File: src/sv/edf_pkg.sv
// ----------------------------------------------------------------------------
// edf_pkg
// Shared types, codes and constants for the EDF task scheduler.
// ----------------------------------------------------------------------------
package edf_pkg;

    localparam int NUM_TASKS_DEF = 16;
    localparam int DEFAULT_DEADLINE = 5;
    localparam int CNT_W = 5;
    localparam int CNT_MAX = 31;

    typedef enum logic [2:0] {
        OP_SCHEDULE = 3'd0,
        OP_CREATE   = 3'd1,
        OP_SET_DL   = 3'd2,
        OP_SLEEP    = 3'd3,
        OP_PERIOD   = 3'd4,
        OP_YIELD    = 3'd5,
        OP_EXIT     = 3'd6
    } op_t;

    typedef enum logic [1:0] {
        ST_DORMANT  = 2'd0,
        ST_READY    = 2'd1,
        ST_RUNNING  = 2'd2,
        ST_SLEEPING = 2'd3
    } task_state_t;

    typedef struct packed {
        logic [2:0]  operation;
        logic [3:0]  task_id;
        logic [15:0] value;
    } cmd_item_t;

    typedef struct packed {
        logic       status;
        logic [3:0] assigned_task;
        logic [4:0] current_task;
        logic       switch_request;
    } res_item_t;

    typedef struct packed {
        task_state_t        state;
        logic signed [16:0] deadline;
        logic [15:0]        period;
        logic signed [16:0] sleep;
    } entry_t;

    function automatic entry_t reset_entry(input logic is_idle);
        entry_t e;
        e.state    = is_idle ? ST_READY : ST_DORMANT;
        e.deadline = 17'(DEFAULT_DEADLINE);
        e.period   = 16'(DEFAULT_DEADLINE);
        e.sleep    = '0;
        return e;
    endfunction

endpackage

File: src/sv/edf_mem.sv
// ----------------------------------------------------------------------------
// edf_mem
// Task table: one write port, one registered read port, per-entry valid bits.
// ----------------------------------------------------------------------------
module edf_mem #(
    parameter int NUM_TASKS = edf_pkg::NUM_TASKS_DEF,
    parameter int IW        = $clog2(NUM_TASKS)
) (
    input  logic            clk,
    input  logic            rst_n,
    input  logic            rd_en,
    input  logic [IW-1:0]   rd_addr,
    output edf_pkg::entry_t rd_data,
    input  logic            wr_en,
    input  logic [IW-1:0]   wr_addr,
    input  edf_pkg::entry_t wr_data
);

    edf_pkg::entry_t mem [NUM_TASKS];
    logic [NUM_TASKS-1:0] valid_reg;
    edf_pkg::entry_t rd_data_reg;

    always_ff @(posedge clk or negedge rst_n)
    begin
        if (!rst_n)
        begin
            valid_reg <= '0;
        end
        else if (wr_en)
        begin
            valid_reg[wr_addr] <= 1'b1;
        end
    end

    always_ff @(posedge clk)
    begin
        if (wr_en)
        begin
            mem[wr_addr] <= wr_data;
        end
        if (rd_en)
        begin
            rd_data_reg <= valid_reg[rd_addr] ? mem[rd_addr]
                                              : edf_pkg::reset_entry(rd_addr == '0);
        end
    end

    assign rd_data = rd_data_reg;

endmodule

File: src/sv/edf_core.sv
// ----------------------------------------------------------------------------
// edf_core
// Event sequencer: reads, modifies and writes back task entries.
// ----------------------------------------------------------------------------
module edf_core #(
    parameter int NUM_TASKS = edf_pkg::NUM_TASKS_DEF,
    parameter int IW        = $clog2(NUM_TASKS),
    parameter int TW        = $clog2(NUM_TASKS + 1)
) (
    input  logic               clk,
    input  logic               rst_n,
    input  logic               start,
    input  edf_pkg::cmd_item_t cmd,
    output logic               idle,
    output logic               done,
    output edf_pkg::res_item_t result,
    input  logic               take,
    output logic               rd_en,
    output logic [IW-1:0]      rd_addr,
    input  edf_pkg::entry_t    rd_data,
    output logic               wr_en,
    output logic [IW-1:0]      wr_addr,
    output edf_pkg::entry_t    wr_data
);

    typedef enum logic [10:0] {
        S_IDLE      = 11'b00000000001,
        S_RD_CUR    = 11'b00000000010,
        S_CUR_DATA  = 11'b00000000100,
        S_TID_DATA  = 11'b00000001000,
        S_FIND      = 11'b00000010000,
        S_SCAN_INIT = 11'b00000100000,
        S_SCAN      = 11'b00001000000,
        S_SCAN_END  = 11'b00010000000,
        S_DSP_OLD   = 11'b00100000000,
        S_DSP_NEW   = 11'b01000000000,
        S_DONE      = 11'b10000000000
    } fsm_t;

    localparam logic [TW-1:0] NONE = TW'(NUM_TASKS);
    localparam logic [IW-1:0] LAST = IW'(NUM_TASKS - 1);

    fsm_t state_reg, state_next;
    edf_pkg::op_t op_reg, op_next;
    logic [3:0] tid_reg, tid_next;
    logic [15:0] val_reg, val_next;
    logic [TW-1:0] cur_reg, cur_next;
    logic [TW-1:0] nxt_reg, nxt_next;
    logic [edf_pkg::CNT_W-1:0] sleepers_reg, sleepers_next;
    logic [edf_pkg::CNT_W-1:0] live_reg, live_next;
    logic [IW-1:0] idx_reg, idx_next;
    logic signed [17:0] best_reg, best_next;
    logic best_far_reg, best_far_next;
    edf_pkg::entry_t cur_ent_reg, cur_ent_next;
    logic reload_reg, reload_next;
    logic err_reg, err_next;
    logic sw_reg, sw_next;
    logic [3:0] asg_reg, asg_next;

    logic cur_in;
    logic [IW-1:0] cur_idx;
    logic [IW-1:0] tid_idx;
    logic signed [17:0] val_s;
    logic signed [17:0] cur_dl;
    logic signed [17:0] dec;
    logic pick;
    edf_pkg::entry_t ent;

    assign cur_in  = cur_reg < NONE;
    assign cur_idx = cur_reg[IW-1:0];
    assign tid_idx = IW'(tid_reg);
    assign val_s   = 18'(val_reg) & 18'h0FFFF;
    assign cur_dl  = 18'(cur_ent_reg.deadline);

    always_comb
    begin
        state_next    = state_reg;
        op_next       = op_reg;
        tid_next      = tid_reg;
        val_next      = val_reg;
        cur_next      = cur_reg;
        nxt_next      = nxt_reg;
        sleepers_next = sleepers_reg;
        live_next     = live_reg;
        idx_next      = idx_reg;
        best_next     = best_reg;
        best_far_next = best_far_reg;
        reload_next   = reload_reg;
        err_next      = err_reg;
        sw_next       = sw_reg;
        asg_next      = asg_reg;
        rd_en         = 1'b0;
        rd_addr       = cur_idx;
        wr_en         = 1'b0;
        wr_addr       = cur_idx;
        wr_data       = rd_data;
        ent           = rd_data;
        dec           = '0;
        pick          = 1'b0;

        unique case (state_reg)
            S_IDLE:
            begin
                if (start)
                begin
                    op_next     = edf_pkg::op_t'(cmd.operation);
                    tid_next    = cmd.task_id;
                    val_next    = cmd.value;
                    err_next    = 1'b0;
                    sw_next     = 1'b0;
                    asg_next    = '0;
                    reload_next = 1'b0;
                    state_next  = S_RD_CUR;
                end
            end
            S_RD_CUR:
            begin
                rd_en      = cur_in;
                rd_addr    = cur_idx;
                state_next = S_CUR_DATA;
            end
            S_CUR_DATA:
            begin
                ent = rd_data;
                unique case (op_reg) inside
                    edf_pkg::OP_SCHEDULE:
                    begin
                        state_next = S_SCAN_INIT;
                    end
                    edf_pkg::OP_CREATE:
                    begin
                        if (val_reg == '0)
                        begin
                            err_next   = 1'b1;
                            state_next = S_DONE;
                        end
                        else
                        begin
                            rd_en      = 1'b1;
                            rd_addr    = IW'(1);
                            idx_next   = IW'(1);
                            state_next = S_FIND;
                        end
                    end
                    edf_pkg::OP_SET_DL:
                    begin
                        if (val_reg == '0 || tid_reg == '0 || int'(tid_reg) >= NUM_TASKS
                            || TW'(tid_reg) == cur_reg)
                        begin
                            err_next   = 1'b1;
                            state_next = S_DONE;
                        end
                        else
                        begin
                            rd_en      = 1'b1;
                            rd_addr    = tid_idx;
                            state_next = S_TID_DATA;
                        end
                    end
                    edf_pkg::OP_SLEEP, edf_pkg::OP_PERIOD, edf_pkg::OP_EXIT:
                    begin
                        if (!cur_in || ent.state != edf_pkg::ST_RUNNING || cur_reg == '0)
                        begin
                            err_next   = 1'b1;
                            state_next = S_DONE;
                        end
                        else
                        begin
                            wr_en   = 1'b1;
                            wr_addr = cur_idx;
                            wr_data = ent;
                            if (op_reg == edf_pkg::OP_EXIT)
                            begin
                                wr_data.state = edf_pkg::ST_DORMANT;
                                if (live_reg != '0)
                                begin
                                    live_next = live_reg - 1'b1;
                                end
                            end
                            else
                            begin
                                wr_data.state = edf_pkg::ST_SLEEPING;
                                wr_data.sleep = (op_reg == edf_pkg::OP_SLEEP)
                                                ? 17'(val_s) : ent.deadline;
                                if (sleepers_reg != edf_pkg::CNT_W'(edf_pkg::CNT_MAX))
                                begin
                                    sleepers_next = sleepers_reg + 1'b1;
                                end
                            end
                            state_next = S_SCAN_INIT;
                        end
                    end
                    edf_pkg::OP_YIELD:
                    begin
                        if (!cur_in || ent.state != edf_pkg::ST_RUNNING)
                        begin
                            err_next   = 1'b1;
                            state_next = S_DONE;
                        end
                        else
                        begin
                            wr_en            = 1'b1;
                            wr_addr          = cur_idx;
                            wr_data          = ent;
                            wr_data.deadline = 17'(ent.period);
                            state_next       = S_SCAN_INIT;
                        end
                    end
                    default:
                    begin
                        err_next   = 1'b1;
                        state_next = S_DONE;
                    end
                endcase
            end
            S_TID_DATA:
            begin
                if (rd_data.state != edf_pkg::ST_READY)
                begin
                    err_next   = 1'b1;
                    state_next = S_DONE;
                end
                else
                begin
                    wr_en            = 1'b1;
                    wr_addr          = tid_idx;
                    wr_data          = rd_data;
                    wr_data.deadline = 17'(val_s);
                    wr_data.period   = val_reg;
                    if (!cur_in || val_s < cur_dl)
                    begin
                        reload_next = 1'b1;
                        nxt_next    = TW'(tid_reg);
                        state_next  = S_DSP_OLD;
                    end
                    else
                    begin
                        state_next = S_DONE;
                    end
                end
            end
            S_FIND:
            begin
                if (rd_data.state == edf_pkg::ST_DORMANT)
                begin
                    wr_en            = 1'b1;
                    wr_addr          = idx_reg;
                    wr_data          = rd_data;
                    wr_data.state    = edf_pkg::ST_READY;
                    wr_data.deadline = 17'(val_s);
                    wr_data.period   = val_reg;
                    asg_next         = 4'(idx_reg);
                    if (live_reg != edf_pkg::CNT_W'(edf_pkg::CNT_MAX))
                    begin
                        live_next = live_reg + 1'b1;
                    end
                    if (TW'(idx_reg) != cur_reg
                        && (!cur_in || val_s < cur_dl
                            || (val_s == cur_dl && TW'(idx_reg) < cur_reg)))
                    begin
                        nxt_next   = TW'(idx_reg);
                        state_next = S_DSP_OLD;
                    end
                    else
                    begin
                        state_next = S_DONE;
                    end
                end
                else if (idx_reg == LAST)
                begin
                    err_next   = 1'b1;
                    state_next = S_DONE;
                end
                else
                begin
                    rd_en      = 1'b1;
                    rd_addr    = idx_reg + 1'b1;
                    idx_next   = idx_reg + 1'b1;
                end
            end
            S_SCAN_INIT:
            begin
                if (cur_in && sleepers_reg != live_reg)
                begin
                    nxt_next = cur_reg;
                end
                else
                begin
                    nxt_next = '0;
                end
                best_far_next = !cur_in || cur_ent_reg.state == edf_pkg::ST_SLEEPING
                                || cur_ent_reg.state == edf_pkg::ST_DORMANT;
                best_next     = cur_dl;
                rd_en         = 1'b1;
                rd_addr       = IW'(1);
                idx_next      = IW'(1);
                state_next    = S_SCAN;
            end
            S_SCAN:
            begin
                ent = rd_data;
                if (rd_data.state == edf_pkg::ST_SLEEPING)
                begin
                    dec       = 18'(rd_data.sleep) - 18'sd1;
                    ent.sleep = dec[16:0];
                    if (dec < 0)
                    begin
                        ent.state    = edf_pkg::ST_READY;
                        ent.deadline = 17'(rd_data.period);
                        if (sleepers_reg != '0)
                        begin
                            sleepers_next = sleepers_reg - 1'b1;
                        end
                    end
                end
                else if (rd_data.state != edf_pkg::ST_DORMANT)
                begin
                    dec  = 18'(rd_data.deadline) - 18'sd1;
                    pick = best_far_reg || dec < best_reg
                           || (dec == best_reg && TW'(idx_reg) <= nxt_reg);
                    if (pick)
                    begin
                        best_next     = dec;
                        best_far_next = 1'b0;
                        nxt_next      = TW'(idx_reg);
                    end
                    ent.deadline = (dec < 0) ? 17'(rd_data.period) : dec[16:0];
                end
                wr_en   = 1'b1;
                wr_addr = idx_reg;
                wr_data = ent;
                if (idx_reg == LAST)
                begin
                    state_next = S_SCAN_END;
                end
                else
                begin
                    rd_en    = 1'b1;
                    rd_addr  = idx_reg + 1'b1;
                    idx_next = idx_reg + 1'b1;
                end
            end
            S_SCAN_END:
            begin
                state_next = (nxt_reg != cur_reg) ? S_DSP_OLD : S_DONE;
            end
            S_DSP_OLD:
            begin
                wr_en   = cur_in;
                wr_addr = cur_idx;
                wr_data = cur_ent_reg;
                if (cur_ent_reg.state == edf_pkg::ST_READY
                    || cur_ent_reg.state == edf_pkg::ST_RUNNING)
                begin
                    wr_data.state = edf_pkg::ST_READY;
                end
                if (reload_reg)
                begin
                    wr_data.deadline = 17'(cur_ent_reg.period);
                end
                rd_en      = 1'b1;
                rd_addr    = nxt_reg[IW-1:0];
                state_next = S_DSP_NEW;
            end
            S_DSP_NEW:
            begin
                wr_en         = 1'b1;
                wr_addr       = nxt_reg[IW-1:0];
                wr_data       = rd_data;
                wr_data.state = edf_pkg::ST_RUNNING;
                cur_next      = nxt_reg;
                sw_next       = 1'b1;
                state_next    = S_DONE;
            end
            S_DONE:
            begin
                if (take)
                begin
                    state_next = S_IDLE;
                end
            end
            default:
            begin
                state_next = S_IDLE;
            end
        endcase
    end

    always_comb
    begin
        if (wr_en && TW'(wr_addr) == cur_reg)
        begin
            cur_ent_next = wr_data;
        end
        else if (state_reg == S_CUR_DATA)
        begin
            cur_ent_next = rd_data;
        end
        else if (state_reg == S_DSP_NEW)
        begin
            cur_ent_next = rd_data;
            cur_ent_next.state = edf_pkg::ST_RUNNING;
        end
        else
        begin
            cur_ent_next = cur_ent_reg;
        end
    end

    always_ff @(posedge clk or negedge rst_n)
    begin
        if (!rst_n)
        begin
            state_reg    <= S_IDLE;
            cur_reg      <= NONE;
            sleepers_reg <= '0;
            live_reg     <= '0;
        end
        else
        begin
            state_reg    <= state_next;
            cur_reg      <= cur_next;
            sleepers_reg <= sleepers_next;
            live_reg     <= live_next;
        end
    end

    always_ff @(posedge clk)
    begin
        op_reg       <= op_next;
        tid_reg      <= tid_next;
        val_reg      <= val_next;
        nxt_reg      <= nxt_next;
        idx_reg      <= idx_next;
        best_reg     <= best_next;
        best_far_reg <= best_far_next;
        cur_ent_reg  <= cur_ent_next;
        reload_reg   <= reload_next;
        err_reg      <= err_next;
        sw_reg       <= sw_next;
        asg_reg      <= asg_next;
    end

    assign idle                  = state_reg == S_IDLE;
    assign done                  = state_reg == S_DONE;
    assign result.status         = err_reg;
    assign result.assigned_task  = err_reg ? 4'd0 : asg_reg;
    assign result.current_task   = 5'(cur_reg);
    assign result.switch_request = sw_reg;

endmodule

File: src/sv/edf_task_scheduler.sv
// ----------------------------------------------------------------------------
// edf_task_scheduler
// Earliest-deadline-first scheduler over a task table held in one memory.
// ----------------------------------------------------------------------------
// Usage:
//   cmd channel (cmd_valid/cmd_ready/cmd) takes one event item: operation,
//   task_id and value. res channel (res_valid/res_ready/res) returns exactly
//   one item per event: status, assigned_task, current_task, switch_request.
//   One event is handled at a time. Schedule, sleep, period, yield and exit
//   walk the whole task table, create probes slots for a dormant one, and
//   set deadline and create switch tasks when the new deadline preempts;
//   a switch adds the states S_DSP_OLD and S_DSP_NEW. An error found on
//   the running entry or an unused code ends the event with no table walk.
//   The walk over the task table passes through the table's single
//   read port, one entry per cycle. cmd_ready rises at the edge that loads
//   the result into the output register, so a held result blocks only
//   the completion of the following event, not its acceptance.
//   Reset leaves slot 0 ready, all other slots dormant, deadlines 5, no task
//   running and the output register empty.
// ----------------------------------------------------------------------------
module edf_task_scheduler #(
    parameter int NUM_TASKS = edf_pkg::NUM_TASKS_DEF
) (
    input  logic               clk,
    input  logic               rst_n,
    input  logic               cmd_valid,
    output logic               cmd_ready,
    input  edf_pkg::cmd_item_t cmd,
    output logic               res_valid,
    input  logic               res_ready,
    output edf_pkg::res_item_t res
);

    localparam int IW = $clog2(NUM_TASKS);
    localparam int TW = $clog2(NUM_TASKS + 1);

    logic               idle;
    logic               done;
    logic               take;
    edf_pkg::res_item_t result;
    logic               rd_en;
    logic [IW-1:0]      rd_addr;
    edf_pkg::entry_t    rd_data;
    logic               wr_en;
    logic [IW-1:0]      wr_addr;
    edf_pkg::entry_t    wr_data;
    logic               res_valid_reg;
    edf_pkg::res_item_t res_reg;

    assign cmd_ready = idle;
    assign take      = done && (!res_valid_reg || res_ready);

    edf_core #(
        .NUM_TASKS(NUM_TASKS),
        .IW(IW),
        .TW(TW)
    ) u_core (
        .clk(clk),
        .rst_n(rst_n),
        .start(cmd_valid && idle),
        .cmd(cmd),
        .idle(idle),
        .done(done),
        .result(result),
        .take(take),
        .rd_en(rd_en),
        .rd_addr(rd_addr),
        .rd_data(rd_data),
        .wr_en(wr_en),
        .wr_addr(wr_addr),
        .wr_data(wr_data)
    );

    edf_mem #(
        .NUM_TASKS(NUM_TASKS),
        .IW(IW)
    ) u_mem (
        .clk(clk),
        .rst_n(rst_n),
        .rd_en(rd_en),
        .rd_addr(rd_addr),
        .rd_data(rd_data),
        .wr_en(wr_en),
        .wr_addr(wr_addr),
        .wr_data(wr_data)
    );

    always_ff @(posedge clk or negedge rst_n)
    begin
        if (!rst_n)
        begin
            res_valid_reg <= 1'b0;
        end
        else if (take)
        begin
            res_valid_reg <= 1'b1;
        end
        else if (res_ready)
        begin
            res_valid_reg <= 1'b0;
        end
    end

    always_ff @(posedge clk)
    begin
        if (take)
        begin
            res_reg <= result;
        end
    end

    assign res_valid = res_valid_reg;
    assign res       = res_reg;

endmodule

File: config.mk
export PLATFORM = sky130hd
export DESIGN_NAME = edf_task_scheduler
export DESIGN_NICKNAME = d
export VERILOG_FILES = /design/src/sv/edf_pkg.sv /design/src/sv/edf_mem.sv /design/src/sv/edf_core.sv /design/src/sv/edf_task_scheduler.sv
export SDC_FILE = /design/constraint.sdc
export NUM_CORES = 2
export LEC_CHECK = 0
export BUFFER_PORTS_ARGS = -buffer_cell sky130_fd_sc_hd__buf_2
export CAP_MARGIN = 20
export CORE_AREA = 10 10 312 314
export DETAILED_ROUTE_END_ITERATION = 12
export DIE_AREA = 0 0 322 324
export PLACE_DENSITY_LB_ADDON = 0.3
export SYNTH_ARGS = -nofsm -noshare
export SYNTH_HDL_FRONTEND = slang
export SYNTH_HIERARCHICAL = 1
export SYNTH_SLANG_ARGS = --single-unit
File: constraint.sdc
create_clock -name clk -period 20.9 [get_ports clk]
set_input_delay 3.135 -clock clk [delete_from_list [all_inputs] [get_ports clk]]
set_output_delay 3.135 -clock clk [all_outputs]
set_load 0.05 [all_outputs]
==> impl_results.md <==
* Gr ovfl total at 0
* Syn. warnings at 6
* Area grow syn2layout at 11.19%
* Worst path required time at 21.30 ns
* Num CTS Buffers at 106
* Fmax achieved at 130.2 MHz
* Vias per inst at 6.431
* Max reg flops at 832
* CP arrival at 8.07 ns
* DR iter-0 viols at 2969
* Min-delay worst type: reg2reg
* Global-route wire length before repair at 177.1 mm
* CTS resizes at 0
* Clk Latency, worst-skew pair at 0.71 ns
* DRT Pass-1 Iters at 7
* Num rows at 111
* Sum of negative setup slack at 0 ns
* FF+latch count, synth at 1048
* WL/cell at 29.90 um
* Endpoints failing setup at 0
* Unrepaired setup endpoints after global routing: no
* Post-Syn Area at 45240 um2
* Design area at 50310 um2
* Slew HR at 0.1838
* Number of global-route vias before repair at 25820
* Period utilization at 0.3675
* Syn_nets at 2749
* Post-synthesis adder-cell area fraction at 0.01499
* Max-slew violation count at 0
* Cell Pwr Density at 95.79 nW/um2
* CTS Buffer Depth at 3
* Cell count after synthesis at 2669
* Main synth FF type: edfxtp_1
* R2R Setup Slk at 13.22 ns
* Tot GR Track Use at 0.2305
* Final nets at 2830
* Area leader, netlist: edfxtp_1
* Die height at 324 um
* Clock Sink Count at 1048
* GP Congestion at 0.9651
* H-tree depth at 3
* Most frequent cell after synthesis: edfxtp_1
* Static Leak at 16.20 nW
* IO Port Bufs at 39
* Largest family of logic cells by synthesized area: multiplexers
* Synth top area share at 0.6670
* Startpoint types: flip-flop
* Placed Area at 46930 um2
* Setup CP Type: reg2reg
* MaxCap Viol Count at 0
* RR Endpoint: u_mem/rd_data[12]$_SDFFCE_PN0P_
* Asr flop ratio synth at 0.04103
* Distinct cells, synth at 81
* Post-CTS Setup Inserts at 0
* Starting Density at 0.4966
* Sequential share of the synthesized area at 0.6909
* CTS Root Cell: clkbuf_16
* Clk slew on worst S/H paths at 0.06 ns
* Mux contribution to synthesized area at 0.1380
* Antenna violations before repair at 4
* CTS tree: yes
* Chip width at 322 um
* Crit. End Element: flip-flop
* DRC viols at 0
* Post-synth EDFFs at 1005
* Reg2Reg Depth at 16
* RR Startpoint: u_core/state_reg[5]$_DFFE_PN0P_
* Post-Synth XOR/XNOR Area at 0.008517
* Worst vdd ir at 0.00009872 V
* Die area at 104300 um2
* Non-Filler Instances at 4023
* Simple-gate area share of the yosys netlist at 0.06067
* Worst Setup EP: u_mem/rd_data[12]$_SDFFCE_PN0P_
* Top post-synthesis cells by count: edfxtp_1 (1005), mux4_2 (212), nand2_1 (145)
* Placed Instances at 3816
* Post-Route WL at 120.3 mm
* Final Hold Vio Count at 0
* Status: complete, no violations
* Layout Skew at 0.06686 ns
* Min Tclk post-route at 7.680 ns
* DR vias at 25870
* Post-DP HPWL at 72.74 mm
* # hold bufs at CTS at 0
* CP max FO at 48
* Worst setup path startpoint: u_core/state_reg[5]$_DFFE_PN0P_
* Largest net degree at the start of global routing at 74
* Routed Antenna Nets at 0
* Worst-margin pin slew at 1.221 ns
* I/O pin total at 40
* Core Area at 91110 um2
* Compound-gate portion of the synthesized area at 0.06513
* Share of layout cells above drive strength 1 at 0.2094
* Post-Syn Area per Cell at 16.95 um2
* Synth top area cells: edfxtp_1 (67%), mux4_2 (11%), dfrtp_1 (2.3%)
* Total power at 4.819 mW
==> kinds of logic after synthesis <==
logic type               after synthesis
AO/OA/AOI/OAI                        429
flip-flops                          1048
adder cells (fa/ha/maj)               53
buffers and inverters                218
XOR/XNOR                              44
other                                  1
multiplexers                         352
AND/OR/NAND/NOR                      524
==> layout make-up <==
| type | instances | area, um2 |
|---|---|---|
| diodes | 1 | 2.502 |
| fillers | 7085 | 40800 |
| repair buffers | 122 | 854.6 |
| clock inverters | 59 | 474.2 |
| flip-flops and latches | 1048 | 31260 |
| clock buffers | 135 | 2783 |
| multi-input cells | 1403 | 13200 |
| well taps | 1186 | 1484 |
| inverters | 69 | 259.0 |
==> stage by stage <==
step / worst slack, ns / utilization / hold WS [ns]
2_1_floorplan: 14.13 / - / 0.4231
3_3_place_gp: 13.17 / 0.5148 / 0.4236
3_5_place_dp: 13.05 / 0.5151 / 0.4115
4_1_cts: 13.11 / 0.5509 / 0.4250
5_1_grt: 12.47 / 0.5522 / 0.4406
6_report: 13.22 / 0.5522 / 0.4266
==> report_power, final <==
part / total [mW] / switching (mW) / leakage, nW / internal, mW
Combinational: 0.499 / 0.342 / 5.01 / 0.157
Sequential: 2.54 / 0.0836 / 9.63 / 2.46
Clock: 1.78 / 0.787 / 1.56 / 0.993
Total: 4.82 / 1.21 / 16.2 / 3.61
==> routing by layer <==
metal  vias up  GRT usage  routed length (um)
li1      10920          -                   -
met1     13500     0.3253               49810
met2      1225     0.3686               57460
met3       223    0.03252                9335
met4         4    0.07574                3648
met5         -          0                  27
==> placed cells by master, fill, tap and decap left out, types with 23 or more instances in the layout <==
| cell type | instances |
|---|---|
| a211oi_1 | 101 |
| a21oi_1 | 59 |
| a22oi_1 | 23 |
| buf_2 | 39 |
| buf_4 | 78 |
| clkbuf_1 | 28 |
| clkbuf_16 | 107 |
| clkinv_1 | 28 |
| dfrtp_1 | 41 |
| edfxtp_1 | 1005 |
| ha_1 | 51 |
| inv_1 | 68 |
| mux2_2 | 52 |
| mux2i_1 | 87 |
| mux4_2 | 212 |
| nand2_1 | 145 |
| nand3_1 | 28 |
| nor2_1 | 87 |
| nor2b_1 | 65 |
| nor3_1 | 25 |
| nor4_1 | 23 |
| o21ai_0 | 104 |
| xor2_1 | 30 |
==> worst max-delay path, cell delays in order, from the launching register on <==
cell and delay, ns:
dfrtp_1 0.48, or4_1 0.73, nor2_1 0.63, nand3_1 0.15, buf_4 0.27, inv_1 0.08, buf_4 0.49, a21oi_1 0.13
o21ai_0 0.12, a221o_4 0.63, buf_4 0.78, buf_4 0.79, buf_4 0.76, mux4_2 0.59, nor2b_1 0.14, a211oi_1 0.32
a211oi_1 0.11
==> how the worst min path moves through the flow <==
stage,from,cells after the start,slack [ns],endpoint
after floorplan,u_core/cur_reg[1]$_DFFE_PN0P_,0,0.42,res[2]$_DFFE_PP_
after global placement,u_core/sw_reg$_DFFE_PP_,0,0.42,res[0]$_DFFE_PP_
after detailed placement,u_core/sw_reg$_DFFE_PP_,0,0.41,res[0]$_DFFE_PP_
after CTS,u_core/sw_reg$_DFFE_PP_,0,0.43,res[0]$_DFFE_PP_
after global routing,u_core/sw_reg$_DFFE_PP_,0,0.44,res[0]$_DFFE_PP_
final,u_core/sw_reg$_DFFE_PP_,0,0.43,res[0]$_DFFE_PP_
Note: power is estimated with default switching activity, not from simulation.
